--- src/rtl/core/dsbq_pkg.sv ---
`timescale 1ns / 1ps
`default_nettype none
// ----------------------------------------------------------------------------
// Draw-sync breakpoint queue package
// Shared sizes, register indexes, action codes, sequencer states and the
// structs that pass between the queue sequencer, the ring and the range scan.
// ----------------------------------------------------------------------------
package dsbq_pkg;

    // Ring geometry: DEPTH usable entries and one spare slot; a count tells full from empty.
    localparam int DEPTH  = 15;
    localparam int SLOTS  = DEPTH + 1;
    localparam int IDX_W  = $clog2(SLOTS);
    localparam int CNT_W  = $clog2(DEPTH + 1);

    // Token ranges checked by the shared comparator.
    localparam int RANGES = 4;
    localparam int RIDX_W = (RANGES > 1) ? $clog2(RANGES) : 1;

    // Field widths.
    localparam int ADDR_W     = 32;
    localparam int TOKEN_W    = 16;
    localparam int RANGE_W    = 33;
    localparam int MODE_W     = 2;
    localparam int CFG_IDX_W  = 3;
    localparam int CFG_DATA_W = 33;
    localparam int ACT_W      = 2;
    localparam int HIT_W      = 2;
    localparam int QC_W       = 4;

    // Range register packing.
    localparam int RANGE_FIRST_LSB = 0;
    localparam int RANGE_LAST_LSB  = 16;
    localparam int RANGE_EN_BIT    = 32;

    // Address bands of a push.
    localparam logic [ADDR_W-1:0] HIGH_ADDR     = 32'h8000_0000;
    localparam logic [ADDR_W-1:0] SHUTDOWN_BASE = 32'h0001_0000;

    // Configuration register indexes.
    localparam logic [CFG_IDX_W-1:0] CFG_MODE    = 3'd0;
    localparam logic [CFG_IDX_W-1:0] CFG_RANGE_A = 3'd1;
    localparam logic [CFG_IDX_W-1:0] CFG_RANGE_D = 3'd4;

    // Mode flag bits.
    localparam int MODE_HOLD_BIT = 1;

    // Opcodes.
    localparam logic OP_PUSH  = 1'b0;
    localparam logic OP_TOKEN = 1'b1;

    // Breakpoint actions.
    localparam logic [ACT_W-1:0] ACT_NONE    = 2'd0;
    localparam logic [ACT_W-1:0] ACT_ENABLE  = 2'd1;
    localparam logic [ACT_W-1:0] ACT_DISABLE = 2'd2;

    typedef enum logic [2:0] {
        ST_IDLE,
        ST_DECODE,
        ST_SCAN,
        ST_RETIRE,
        ST_READ,
        ST_REPORT
    } state_t;

    typedef struct packed {
        logic push;
        logic pop;
    } ring_cmd_t;

    typedef struct packed {
        logic             valid;
        logic             match;
        logic             hit;
        logic [HIT_W-1:0] idx;
    } scan_res_t;

    function automatic logic [IDX_W-1:0] wrap_inc(input logic [IDX_W-1:0] i);
        logic [IDX_W-1:0] n;
        begin
            if (i == IDX_W'(SLOTS - 1))
            begin
                n = '0;
            end
            else
            begin
                n = i + 1'b1;
            end
            return n;
        end
    endfunction

endpackage
`default_nettype wire

--- src/rtl/core/dsbq_ring.sv ---
`timescale 1ns / 1ps
`default_nettype none
// ----------------------------------------------------------------------------
// Draw-sync breakpoint queue ring
// Address store with head and tail pointers and an entry count. A pop also
// reads the entry after the new head, which shows up in the cycle after the pop.
// ----------------------------------------------------------------------------
module dsbq_ring (
    input  logic                        clk,
    input  logic                        rst_n,
    input  dsbq_pkg::ring_cmd_t         cmd,
    input  logic [dsbq_pkg::ADDR_W-1:0] wdata,
    output logic [dsbq_pkg::CNT_W-1:0]  count,
    output logic [dsbq_pkg::ADDR_W-1:0] rd_data
);

    logic [dsbq_pkg::ADDR_W-1:0] mem [dsbq_pkg::SLOTS];
    logic [dsbq_pkg::ADDR_W-1:0] rd_data_reg;

    logic [dsbq_pkg::IDX_W-1:0] head_reg;
    logic [dsbq_pkg::IDX_W-1:0] head_next;
    logic [dsbq_pkg::IDX_W-1:0] tail_reg;
    logic [dsbq_pkg::IDX_W-1:0] tail_next;
    logic [dsbq_pkg::CNT_W-1:0] count_reg;
    logic [dsbq_pkg::CNT_W-1:0] count_next;

    always_ff @(posedge clk)
    begin
        if (cmd.push)
        begin
            mem[tail_reg] <= wdata;
        end
        // The entry after the new head is the next breakpoint address.
        if (cmd.pop)
        begin
            rd_data_reg <= mem[dsbq_pkg::wrap_inc(dsbq_pkg::wrap_inc(head_reg))];
        end
    end

    always_comb
    begin
        head_next  = head_reg;
        tail_next  = tail_reg;
        count_next = count_reg;
        if (cmd.push)
        begin
            tail_next  = dsbq_pkg::wrap_inc(tail_reg);
            count_next = count_reg + 1'b1;
        end
        else if (cmd.pop)
        begin
            head_next  = dsbq_pkg::wrap_inc(head_reg);
            count_next = count_reg - 1'b1;
        end
    end

    always_ff @(posedge clk or negedge rst_n)
    begin
        if (!rst_n)
        begin
            head_reg  <= '0;
            tail_reg  <= '0;
            count_reg <= '0;
        end
        else
        begin
            head_reg  <= head_next;
            tail_reg  <= tail_next;
            count_reg <= count_next;
        end
    end

    assign count   = count_reg;
    assign rd_data = rd_data_reg;

    assert property (@(posedge clk) disable iff (!rst_n)
        cmd.push |-> count_reg < dsbq_pkg::CNT_W'(dsbq_pkg::DEPTH))
        else $error("push into a full ring");

    assert property (@(posedge clk) disable iff (!rst_n)
        cmd.pop |-> count_reg != '0)
        else $error("pop from an empty ring");

    assert property (@(posedge clk) disable iff (!rst_n)
        cmd.pop |=> count_reg == dsbq_pkg::CNT_W'($past(count_reg) - 1'b1))
        else $error("ring count did not drop after a pop");

endmodule
`default_nettype wire

--- src/rtl/core/dsbq_range_scan.sv ---
`timescale 1ns / 1ps
`default_nettype none
// ----------------------------------------------------------------------------
// Draw-sync breakpoint queue range scan
// Holds the token range registers and walks them one per cycle through a
// single range comparator, stopping at the first enabled range that holds
// the token. Token zero matches at once without a range.
// ----------------------------------------------------------------------------
module dsbq_range_scan (
    input  logic                            clk,
    input  logic                            rst_n,
    input  logic                            wr_en,
    input  logic [dsbq_pkg::CFG_IDX_W-1:0]  wr_sel,
    input  logic [dsbq_pkg::RANGE_W-1:0]    wr_data,
    input  logic                            scan_start,
    input  logic [dsbq_pkg::TOKEN_W-1:0]    token,
    output dsbq_pkg::scan_res_t             res
);

    logic [dsbq_pkg::RANGE_W-1:0] range_reg  [dsbq_pkg::RANGES];
    logic [dsbq_pkg::RANGE_W-1:0] range_next [dsbq_pkg::RANGES];

    logic                          running_reg;
    logic                          running_next;
    logic [dsbq_pkg::RIDX_W-1:0]   idx_reg;
    logic [dsbq_pkg::RIDX_W-1:0]   idx_next;
    dsbq_pkg::scan_res_t           res_reg;
    dsbq_pkg::scan_res_t           res_next;

    logic [dsbq_pkg::RANGE_W-1:0]  cur;
    logic [dsbq_pkg::TOKEN_W-1:0]  cur_first;
    logic [dsbq_pkg::TOKEN_W-1:0]  cur_last;
    logic                          cur_hit;

    // Each of the four ranges is written only when wr_sel selects it.
    always_comb
    begin
        for (int r = 0; r < dsbq_pkg::RANGES; r++)
        begin
            range_next[r] = range_reg[r];
            if (wr_en && wr_sel == dsbq_pkg::CFG_IDX_W'(r))
            begin
                range_next[r] = wr_data;
            end
        end
    end

    assign cur       = range_reg[idx_reg];
    assign cur_first = cur[dsbq_pkg::RANGE_FIRST_LSB +: dsbq_pkg::TOKEN_W];
    assign cur_last  = cur[dsbq_pkg::RANGE_LAST_LSB +: dsbq_pkg::TOKEN_W];
    assign cur_hit   = cur[dsbq_pkg::RANGE_EN_BIT] && (token >= cur_first)
                       && (token <= cur_last);

    always_comb
    begin
        running_next = running_reg;
        idx_next     = idx_reg;
        res_next     = '0;
        if (scan_start)
        begin
            idx_next = '0;
            if (token == '0)
            begin
                res_next.valid = 1'b1;
                res_next.match = 1'b1;
            end
            else
            begin
                running_next = 1'b1;
            end
        end
        else if (running_reg)
        begin
            if (cur_hit)
            begin
                running_next   = 1'b0;
                res_next.valid = 1'b1;
                res_next.match = 1'b1;
                res_next.hit   = 1'b1;
                res_next.idx   = dsbq_pkg::HIT_W'(idx_reg);
            end
            else if (idx_reg == dsbq_pkg::RIDX_W'(dsbq_pkg::RANGES - 1))
            begin
                running_next   = 1'b0;
                res_next.valid = 1'b1;
            end
            else
            begin
                idx_next = idx_reg + 1'b1;
            end
        end
    end

    always_ff @(posedge clk or negedge rst_n)
    begin
        if (!rst_n)
        begin
            for (int r = 0; r < dsbq_pkg::RANGES; r++)
            begin
                range_reg[r] <= '0;
            end
            running_reg <= 1'b0;
            idx_reg     <= '0;
            res_reg     <= '0;
        end
        else
        begin
            for (int r = 0; r < dsbq_pkg::RANGES; r++)
            begin
                range_reg[r] <= range_next[r];
            end
            running_reg <= running_next;
            idx_reg     <= idx_next;
            res_reg     <= res_next;
        end
    end

    assign res = res_reg;

    assert property (@(posedge clk) disable iff (!rst_n)
        res_reg.hit |-> res_reg.valid && res_reg.match)
        else $error("range hit reported without a valid match");

    assert property (@(posedge clk) disable iff (!rst_n)
        res_reg.valid |-> !running_reg)
        else $error("scan still running after its result");

    assert property (@(posedge clk) disable iff (!rst_n)
        scan_start |-> !running_reg)
        else $error("scan started while a scan is running");

endmodule
`default_nettype wire

--- src/rtl/core/draw_sync_breakpoint_queue_top.sv ---
`timescale 1ns / 1ps
`default_nettype none
// ----------------------------------------------------------------------------
// Draw-sync breakpoint queue
// Keeps a ring of command FIFO write addresses that mark pending breakpoints,
// enqueues them on high pushes and retires the head on matching draw-sync
// tokens and on pushes below the shutdown base.
//   Channel   Handshake              Payload
//   input     start, busy            opcode, fifo_address, token
//   result    done (one-cycle)       bp_action, bp_address, range_hit,
//                                    hit_index, queue_count, push_dropped
//   config    write_enable           reg_index, write_data
//
// A push passes through the decode and report states; a retirement adds the
// retire state and, when two or more entries remain, the read state, and a
// token adds the scan state. The range scan sets the long case: one range a
// cycle goes through the single comparator.
// Reset clears the pointers, the mode flags and the ranges; the ring store
// itself is not cleared. done is high for exactly one cycle per item and a
// new item may be transferred in that same cycle.
// ----------------------------------------------------------------------------
module draw_sync_breakpoint_queue_top (
    input  logic                              clk,
    input  logic                              rst_n,
    input  logic                              start,
    output logic                              busy,
    input  logic                              opcode,
    input  logic [dsbq_pkg::ADDR_W-1:0]       fifo_address,
    input  logic [dsbq_pkg::TOKEN_W-1:0]      token,
    input  logic                              write_enable,
    input  logic [dsbq_pkg::CFG_IDX_W-1:0]    reg_index,
    input  logic [dsbq_pkg::CFG_DATA_W-1:0]   write_data,
    output logic                              done,
    output logic [dsbq_pkg::ACT_W-1:0]        bp_action,
    output logic [dsbq_pkg::ADDR_W-1:0]       bp_address,
    output logic                              range_hit,
    output logic [dsbq_pkg::HIT_W-1:0]        hit_index,
    output logic [dsbq_pkg::QC_W-1:0]         queue_count,
    output logic                              push_dropped
);

    dsbq_pkg::state_t state_reg;
    dsbq_pkg::state_t state_next;

    logic [dsbq_pkg::MODE_W-1:0]  mode_reg;
    logic [dsbq_pkg::MODE_W-1:0]  mode_next;
    logic                         opcode_reg;
    logic                         opcode_next;
    logic [dsbq_pkg::ADDR_W-1:0]  in_addr_reg;
    logic [dsbq_pkg::ADDR_W-1:0]  in_addr_next;
    logic [dsbq_pkg::TOKEN_W-1:0] token_reg;
    logic [dsbq_pkg::TOKEN_W-1:0] token_next;

    logic                         done_reg;
    logic                         done_next;
    logic [dsbq_pkg::ACT_W-1:0]   action_reg;
    logic [dsbq_pkg::ACT_W-1:0]   action_next;
    logic [dsbq_pkg::ADDR_W-1:0]  bp_addr_reg;
    logic [dsbq_pkg::ADDR_W-1:0]  bp_addr_next;
    logic                         hit_reg;
    logic                         hit_next;
    logic [dsbq_pkg::HIT_W-1:0]   hit_idx_reg;
    logic [dsbq_pkg::HIT_W-1:0]   hit_idx_next;
    logic [dsbq_pkg::QC_W-1:0]    qcount_reg;
    logic [dsbq_pkg::QC_W-1:0]    qcount_next;
    logic                         drop_reg;
    logic                         drop_next;

    logic                         accept;
    logic                         push_ok;
    logic                         push_high;
    logic                         push_low;
    logic                         range_wr;
    logic                         scan_start;
    logic [dsbq_pkg::CNT_W-1:0]   ring_count;
    logic [dsbq_pkg::ADDR_W-1:0]  ring_rd_data;
    dsbq_pkg::ring_cmd_t          ring_cmd;
    dsbq_pkg::scan_res_t          scan_res;

    assign accept    = start && !busy;
    assign push_ok   = (mode_reg == '0);
    assign push_high = in_addr_reg >= dsbq_pkg::HIGH_ADDR;
    assign push_low  = in_addr_reg < dsbq_pkg::SHUTDOWN_BASE;
    assign range_wr  = write_enable && (reg_index >= dsbq_pkg::CFG_RANGE_A)
                       && (reg_index <= dsbq_pkg::CFG_RANGE_D);

    dsbq_ring u_ring (
        .clk     (clk),
        .rst_n   (rst_n),
        .cmd     (ring_cmd),
        .wdata   (in_addr_reg),
        .count   (ring_count),
        .rd_data (ring_rd_data)
    );

    dsbq_range_scan u_scan (
        .clk        (clk),
        .rst_n      (rst_n),
        .wr_en      (range_wr),
        .wr_sel     (reg_index - dsbq_pkg::CFG_RANGE_A),
        .wr_data    (write_data),
        .scan_start (scan_start),
        .token      (token_reg),
        .res        (scan_res)
    );

    // Next state.
    always_comb
    begin
        state_next = state_reg;
        case (state_reg)
            dsbq_pkg::ST_IDLE:
            begin
                if (accept)
                begin
                    state_next = dsbq_pkg::ST_DECODE;
                end
            end
            dsbq_pkg::ST_DECODE:
            begin
                if (opcode_reg == dsbq_pkg::OP_TOKEN)
                begin
                    state_next = dsbq_pkg::ST_SCAN;
                end
                else if (push_ok && !push_high && push_low)
                begin
                    state_next = dsbq_pkg::ST_RETIRE;
                end
                else
                begin
                    state_next = dsbq_pkg::ST_REPORT;
                end
            end
            dsbq_pkg::ST_SCAN:
            begin
                if (scan_res.valid)
                begin
                    if (scan_res.match && !mode_reg[dsbq_pkg::MODE_HOLD_BIT])
                    begin
                        state_next = dsbq_pkg::ST_RETIRE;
                    end
                    else
                    begin
                        state_next = dsbq_pkg::ST_REPORT;
                    end
                end
            end
            dsbq_pkg::ST_RETIRE:
            begin
                // Two or more entries left after the pop need the next address.
                if (ring_count >= dsbq_pkg::CNT_W'(3))
                begin
                    state_next = dsbq_pkg::ST_READ;
                end
                else
                begin
                    state_next = dsbq_pkg::ST_REPORT;
                end
            end
            dsbq_pkg::ST_READ:
            begin
                state_next = dsbq_pkg::ST_REPORT;
            end
            dsbq_pkg::ST_REPORT:
            begin
                state_next = dsbq_pkg::ST_IDLE;
            end
            default:
            begin
                state_next = dsbq_pkg::ST_IDLE;
            end
        endcase
    end

    // Sequencer outputs.
    always_comb
    begin
        busy          = (state_reg != dsbq_pkg::ST_IDLE);
        ring_cmd      = '0;
        scan_start    = 1'b0;
        done_next     = 1'b0;
        case (state_reg)
            dsbq_pkg::ST_DECODE:
            begin
                scan_start    = (opcode_reg == dsbq_pkg::OP_TOKEN);
                ring_cmd.push = (opcode_reg == dsbq_pkg::OP_PUSH) && push_ok && push_high
                                && (ring_count < dsbq_pkg::CNT_W'(dsbq_pkg::DEPTH));
            end
            dsbq_pkg::ST_RETIRE:
            begin
                ring_cmd.pop = (ring_count != '0);
            end
            dsbq_pkg::ST_REPORT:
            begin
                done_next = 1'b1;
            end
            default:
            begin
                ring_cmd = '0;
            end
        endcase
    end

    // Item and result registers.
    always_comb
    begin
        mode_next    = mode_reg;
        opcode_next  = opcode_reg;
        in_addr_next = in_addr_reg;
        token_next   = token_reg;
        action_next  = action_reg;
        bp_addr_next = bp_addr_reg;
        hit_next     = hit_reg;
        hit_idx_next = hit_idx_reg;
        qcount_next  = qcount_reg;
        drop_next    = drop_reg;

        if (write_enable && reg_index == dsbq_pkg::CFG_MODE)
        begin
            mode_next = write_data[dsbq_pkg::MODE_W-1:0];
        end

        case (state_reg)
            dsbq_pkg::ST_IDLE:
            begin
                if (accept)
                begin
                    opcode_next  = opcode;
                    in_addr_next = fifo_address;
                    token_next   = token;
                    action_next  = dsbq_pkg::ACT_NONE;
                    bp_addr_next = '0;
                    hit_next     = 1'b0;
                    hit_idx_next = '0;
                    drop_next    = 1'b0;
                end
            end
            dsbq_pkg::ST_DECODE:
            begin
                if (opcode_reg == dsbq_pkg::OP_PUSH && push_ok && push_high)
                begin
                    if (ring_count >= dsbq_pkg::CNT_W'(dsbq_pkg::DEPTH))
                    begin
                        drop_next = 1'b1;
                    end
                    else if (ring_count == dsbq_pkg::CNT_W'(1))
                    begin
                        // The second entry arms the breakpoint at the new address.
                        action_next  = dsbq_pkg::ACT_ENABLE;
                        bp_addr_next = in_addr_reg;
                    end
                end
            end
            dsbq_pkg::ST_SCAN:
            begin
                if (scan_res.valid)
                begin
                    hit_next     = scan_res.hit;
                    hit_idx_next = scan_res.idx;
                end
            end
            dsbq_pkg::ST_RETIRE:
            begin
                if (ring_count == dsbq_pkg::CNT_W'(2))
                begin
                    action_next = dsbq_pkg::ACT_DISABLE;
                end
                else if (ring_count >= dsbq_pkg::CNT_W'(3))
                begin
                    action_next = dsbq_pkg::ACT_ENABLE;
                end
            end
            dsbq_pkg::ST_READ:
            begin
                bp_addr_next = ring_rd_data;
            end
            dsbq_pkg::ST_REPORT:
            begin
                qcount_next = dsbq_pkg::QC_W'(ring_count);
            end
            default:
            begin
                qcount_next = qcount_reg;
            end
        endcase
    end

    always_ff @(posedge clk or negedge rst_n)
    begin
        if (!rst_n)
        begin
            state_reg <= dsbq_pkg::ST_IDLE;
            mode_reg  <= '0;
            done_reg  <= 1'b0;
        end
        else
        begin
            state_reg <= state_next;
            mode_reg  <= mode_next;
            done_reg  <= done_next;
        end
    end

    always_ff @(posedge clk)
    begin
        opcode_reg  <= opcode_next;
        in_addr_reg <= in_addr_next;
        token_reg   <= token_next;
        action_reg  <= action_next;
        bp_addr_reg <= bp_addr_next;
        hit_reg     <= hit_next;
        hit_idx_reg <= hit_idx_next;
        qcount_reg  <= qcount_next;
        drop_reg    <= drop_next;
    end

    assign done         = done_reg;
    assign bp_action    = action_reg;
    assign bp_address   = bp_addr_reg;
    assign range_hit    = hit_reg;
    assign hit_index    = hit_idx_reg;
    assign queue_count  = qcount_reg;
    assign push_dropped = drop_reg;

    assert property (@(posedge clk) disable iff (!rst_n)
        done_reg |-> $past(state_reg == dsbq_pkg::ST_REPORT))
        else $error("result strobe without a report cycle");

    assert property (@(posedge clk) disable iff (!rst_n)
        done_reg && (action_reg != dsbq_pkg::ACT_ENABLE) |-> bp_addr_reg == '0)
        else $error("breakpoint address set without an enable action");

    assert property (@(posedge clk) disable iff (!rst_n)
        done_reg && drop_reg |->
            (qcount_reg == dsbq_pkg::QC_W'(dsbq_pkg::DEPTH))
            && (opcode_reg == dsbq_pkg::OP_PUSH) && (action_reg == dsbq_pkg::ACT_NONE))
        else $error("dropped push with a ring that is not full");

endmodule
`default_nettype wire
--- config.mk ---
export PLATFORM = sky130hd
export DESIGN_NAME = draw_sync_breakpoint_queue_top
export DESIGN_NICKNAME = d
export VERILOG_FILES = /design/src/rtl/core/dsbq_pkg.sv /design/src/rtl/core/dsbq_ring.sv /design/src/rtl/core/dsbq_range_scan.sv /design/src/rtl/core/draw_sync_breakpoint_queue_top.sv
export SDC_FILE = /design/constraint.sdc
export NUM_CORES = 1
export LEC_CHECK = 0
export BUFFER_PORTS_ARGS = -buffer_cell sky130_fd_sc_hd__buf_2
export CORE_MARGIN = 2
export CORE_UTILIZATION = 35
export DETAILED_ROUTE_END_ITERATION = 8
export GPL_ROUTABILITY_DRIVEN = 0
export PLACE_DENSITY_LB_ADDON = 0.3
export SETUP_SLACK_MARGIN = 0.1
export SYNTH_ARGS = -nofsm -noshare
export SYNTH_HDL_FRONTEND = slang
export SYNTH_HIERARCHICAL = 1
export SYNTH_SLANG_ARGS = --single-unit
--- constraint.sdc ---
create_clock -name clk -period 8.73 [get_ports clk]
set_input_delay 1.746 -clock clk [delete_from_list [all_inputs] [get_ports clk]]
set_output_delay 1.746 -clock clk [all_outputs]
set_load 0.005 [all_outputs]
==> reports/qor.csv, run 1 <==
metric;value;unit
vias in the first global route;18200;
pin count of the biggest net entering global routing;121;
Die W;305;µm
DRC Markers;0;
Via Count;17200;
WL per Instance;23.7;µm
clock latency on the worst-skew pair;650;ps
Max-slew headroom;18.2;%
grt total ovfl;0;
Max rail drop VDD;0.232;mV
RSZ-0062 raised after global routing;false;
Largest register FFs;512;
share of the synthesized area in the top cell type;60.0;%
count leader, synth;edfxtp_1;
Syn Nets;1973;
P&R area growth vs syn;15.5;%
sequential-to-total area share from yosys stat;72.4;%
largest area contributor in the netlist;edfxtp_1;
final cell count without fillers;3246;
Worst-path clk slew;60;ps
max cap viols;0;
buffers inserted by post-CTS timing repair;0;
Clock Tree Buf Depth;3;
met2 routed WL;38700;µm
post-route design area;36700;µm²
DIE HEIGHT;305;µm
Crit Path Max Fanout;33;
final max-slew violation count;0;
CTS tree;yes;
CORE AREA;90000;µm²
Placed Cells;3088;
die footprint;93200;µm²
Post-Route WL;77100;µm
antenna-violating nets left;0;
f_max;252;MHz
Synth Instances;1838;
Final Hold Fails;0;
post-route clock period utilization;45.4;%
Core Util, Final;40.8;%
Port Buffers;132;
HPWL after DPL;41500;µm
minimum clock period;3960;ps
dpl cell area;33900;µm²
crit path launch type;primary input;
synth cell count leaders;edfxtp_1 (635), dfrtp_1 (158), mux2_2 (136), nand2_1 (129), mux4_2 (96);
synth unique cells;68;
antenna violations before repair;7;
Yosys Warn Count;6;
Most used DFF post-synth;edfxtp_1;
Async SR Flop Fraction;19.9;%
Pwr Density;358;nW/µm²
clock sink total;793;
worst hold path type;register to register;
Post-synth EDFFs;635;
Clock Skew;58.3;ps
CP Class;primary input to register;
Ant. Diodes;0;
WL met3;4410;µm
layout cell share with drive strength beyond 1;27.4;%
top routing layer in use;met5;
Setup crit end kind;register;
overall power;13.1;mW
via density per instance;5.31;
global-route wire length before repair;116000;µm
floorplan row count;110;
post-CTS sizing;0;
hold_buf cts;0;
synth top area cells;edfxtp_1 (60%), dfrtp_1 (12%), mux4_2 (6.8%), mux2_2 (4.8%), ha_1 (1.8%);
Slew @ Worst Pin;1220;ps
Worst Path Required;9240;ps
Overall Global Routing Usage;16.6;%
Initial Util;35.3;%
syn_area_per_cell;17.3;µm²
1st-pass router iterations;5;
synthesized flop and latch total;793;
status;finished clean;
met1 WL;32200;µm
Leak;13.1;nW
Ports;133;
Setup TNS Final;0;ps
Synth Cell Area;31800;µm²
nets;2136;
clk root buf;clkbuf_16;
final setup violation count;0;
drt initial violations;1266;
htree depth;3;
Worst EP arrival;4480;ps
Num CTS Buffers;87;
==> per-stage QoR <==
stage          setup WS [ps]  hold slack, ps
6_report                4770             501
2_1_floorplan           4430             471
4_1_cts                 4770             504
3_5_place_dp            4090             491
3_3_place_gp            4170             482
5_1_grt                 4550             509
==> layout make-up <==
cell class              instances  area, µm²
fillers                      8115      53300
repair buffers                171        972
multi-input cells             903       8280
inverters                      45        171
flip-flops and latches        793      23000
clock buffers                 107       2310
clock inverters                51        459
well taps                    1176       1470
==> cells in the final DEF, fill, tap and decap left out, types with 7 or more instances in the layout <==
cell type    n
edfxtp_1   635
dfrtp_1    157
mux2_2     136
buf_2      131
nand2_1    129
mux4_2      96
a21oi_1     94
clkbuf_16   88
o21ai_0     65
inv_1       44
ha_1        44
a22o_1      41
nor2_1      41
buf_4       38
mux2i_1     30
o221ai_1    28
clkinv_1    22
and3_1      18
a221o_1     16
clkbuf_1    15
clkinv_2    13
and2_2      12
nor2b_1     10
a22oi_1     10
a21o_1       9
nand3_1      8
nor4_1       7
a221oi_1     7
o31ai_1      7
==> final timing paths <==
kind,from,endpoint,slack (ps),cells after the start
max,reg_index[0],u_scan/range_reg[81],4770,10
min,u_scan/range_reg[32],u_scan/range_reg[32],500,1
max reg2reg,state_reg[0],u_ring/mem[3][11],5170,6
min reg2reg,u_scan/range_reg[32],u_scan/range_reg[32],500,1
max in group asynchronous,rst_n,u_ring/tail_reg[2],6040,2
min in group asynchronous,rst_n,u_scan/range_reg[20],1090,1
==> worst max-delay path, cell delays in order <==
cell and delay (ps):
buf_2 110, inv_1 200, ha_1 220, inv_1 60, ha_1 180, nor3b_1 180
nor2b_1 270, nand2_1 130, nor2_4 910, mux2_2 430
==> metal layers <==
layer  GRT usage [%]  up-vias
met5               0        -
met4            4.62       14
met3            3.06      122
met2            28.2      485
met1            21.8     9035
li1                -     7574
==> kinds of logic after synthesis <==
logic type      count (synthesis)  synth area share [%]
fa+ha+maj                      46                  1.83
mux                           265                  12.7
xor+xnor                        9                 0.295
buf+inv                       142                  1.98
flops                         793                  72.4
compound gates                308                  6.55
simple gates                  275                  4.17
==> power breakdown <==
| part | switching, mW | internal [mW] |
|---|---|---|
| logic | 2.55 | 1.91 |
| clock network | 1.48 | 2.04 |
| registers | 0.374 | 4.78 |
| total | 4.41 | 8.73 |
Note: power is estimated with default switching activity, not from simulation.
==> run 2, diff against run 1 <==
Settings changed: ABC_AREA from default to 1.
Clock period 8.73 ns to 3.5 ns, I/O delays scaled along.
==> run 2 against run 1 <==
Effect of this change: clock-buffer cell count increased by 5; register-to-register slack got worse by 4400 ps; global-route usage increased by 1.8 points; setup slack got worse by 4000 ps; largest cell class unchanged; clock skew decreased by 3.4 ps; sequential share of layout area decreased by 3.2 points; sequential power increased by 110%; wire length increased by 17%; first-iteration DRC count increased by 43%.
==> reports/qor.csv, run 2 <==
metric;value;unit
max cap viols;0;
clock latency on the worst-skew pair;670;ps
Yosys Warn Count;6;
Synth Cell Area;33300;µm²
Max-slew headroom;42.3;%
Post-Route WL;90000;µm
Worst Path Required;4060;ps
P&R area growth vs syn;16.2;%
CP cell instances;inv_2 > buf_12 > a21oi_1 > a32o_1 > ha_1 > nand2_1 > o21bai_1 > nand2_1 > nand2_1 > nand2_1 > nand2_1 > nand2_2 > nand3_2 > nand2_1 > nand2_1 > nand2_1;
synthesized flop and latch total;793;
commonest non-fill, non-tap cell in the layout;nand2_1;
Ports;133;
post-route design area;38700;µm²
post-route clock period utilization;79.1;%
Worst-path clk slew;60;ps
CP Launch Point;u_scan/idx_reg[1];
Pwr Density;548;nW/µm²
critical path's slowest cell;dfrtp_1;
WL per Instance;19.8;µm
Clock Tree Buf Depth;3;
hold_buf cts;0;
synth unique cells;44;
sequential-to-total area share from yosys stat;69.2;%
buffers inserted by post-CTS timing repair;0;
most frequent cell on the critical path;nand2_1;
HPWL after DPL;50500;µm
grt total ovfl;0;
layout cell share with drive strength beyond 1;12.1;%
r2r setup slk;730;ps
clk root buf;clkbuf_16;
count leader, synth;nand2_1;
share of the synthesized area in the top cell type;57.3;%
antenna violations before repair;3;
Leak;15.4;nW
DRC Markers;0;
largest area contributor in the netlist;edfxtp_1;
clock sink total;793;
r2r worst-path depth;16;
Via Count;22500;
RSZ-0062 raised after global routing;false;
top routing layer in use;met5;
drt initial violations;1810;
nets;3334;
Clock Skew;54.9;ps
Port Buffers;132;
f_max;361;MHz
DIE HEIGHT;312;µm
commonest cells after routing, fill and taps aside;nand2_1 (1,308), edfxtp_1 (635), nand3_1 (181), dfrtp_1 (156), o21ai_0 (149);
met2 routed WL;44100;µm
CP peak stage delay;460;ps
synth cell count leaders;nand2_1 (1,309), edfxtp_1 (635), nand3_1 (185), dfrtp_1 (158), o21ai_0 (149);
Largest register FFs;512;
global-route wire length before repair;136000;µm
Async SR Flop Fraction;19.9;%
syn_area_per_cell;10.9;µm²
1st-pass router iterations;5;
crit path launch type;register;
Max rail drop VDD;0.386;mV
die footprint;97600;µm²
Setup TNS Final;0;ps
Num CTS Buffers;87;
floorplan row count;113;
met1 WL;38300;µm
pin count of the biggest net entering global routing;131;
synth top area cells;edfxtp_1 (57%), nand2_1 (15%), dfrtp_1 (12%), nand3_1 (2.8%), o21ai_0 (2.2%);
Syn Nets;3201;
final setup violation count;0;
CP endpoint;u_scan/res[4];
worst hold path type;primary input to async pin;
Synth Instances;3066;
antenna-violating nets left;0;
Slew @ Worst Pin;856;ps
post-CTS sizing;0;
Final Hold Fails;0;
minimum clock period;2770;ps
htree depth;3;
Overall Global Routing Usage;18.4;%
reg-to-reg startpoint;u_scan/idx_reg[1];
vias in the first global route;21900;
Post-synth EDFFs;635;
dpl cell area;35700;µm²
WL met3;5520;µm
Most used DFF post-synth;edfxtp_1;
Setup crit end kind;register;
final max-slew violation count;0;
Crit Path Max Fanout;40;
overall power;21.2;mW
status;finished clean;
CORE AREA;94600;µm²
Die W;312;µm
RR Endpoint;u_scan/res[4];
CP Class;register to register;
CTS tree;yes;
Initial Util;35.2;%
via density per instance;4.96;
Worst EP arrival;3330;ps
==> run 2: logic make-up after synthesis <==
family | after synthesis | share of synthesized area (%)
buffers and inverters | 275 | 3.55
DFF | 793 | 69.2
adders and majority gates | 46 | 1.75
xor gates and xnor gates | 5 | 0.132
muxes | 2 | 0.0676
AOI/OAI and AO/OA | 290 | 5.35
and+or+nand+nor | 1655 | 20.0
==> run 2: stage by stage <==
stage | setup WS, ps | hold slack (ps) | utilization, % | cells
floorplan | 406 | 404 | - | 3066
global placement | 758 | 463 | 37.8 | 4375
detailed placement | 731 | 473 | 37.8 | 4375
CTS | 741 | 81.3 | 40.9 | 4537
global route | 506 | 106 | 40.9 | 4537
finish | 732 | 73.1 | 40.9 | 4538
==> run 2: layout make-up <==
type                    count  area, µm²
inverters                 113        427
diodes                      1       2.50
multi-input cells        1998       9300
clock inverters            50        623
repair buffers            206       1410
clock buffers             112       2330
fillers                  9044      55900
well taps                1265       1580
flip-flops and latches    793      23000
==> run 2: worst min path at each step <==
stage | endpoint | slack, ps | cells past startpoint
detailed placement | u_scan/range_reg[126] | 470 | 2
floorplan | done | 400 | 0
finish | u_scan/range_reg[44] | 70 | 1
global route | u_scan/range_reg[77] | 110 | 1
CTS | u_scan/range_reg[11] | 80 | 1
global placement | u_scan/range_reg[66] | 460 | 2
==> run 2: metal layers <==
metal / global-route usage (%) / vias up
li1: - / 10700
met1: 24.1 / 11000
met2: 31.4 / 709
met3: 3.16 / 146
met4: 4.97 / 4
met5: 0 / -
==> run 2: where the power goes <==
part	switching [mW]	internal, mW
sequential	0.246	10.5
combinational	0.546	0.472
clock	3.96	5.46
total	4.75	16.5
==> run 2: worst max-delay path: cells and delay by family (launching register included) <==
family	cells	cell delay, ps
fa+ha+maj	1	290
flops	1	460
buf+inv	2	690
simple gates	10	730
compound gates	3	440
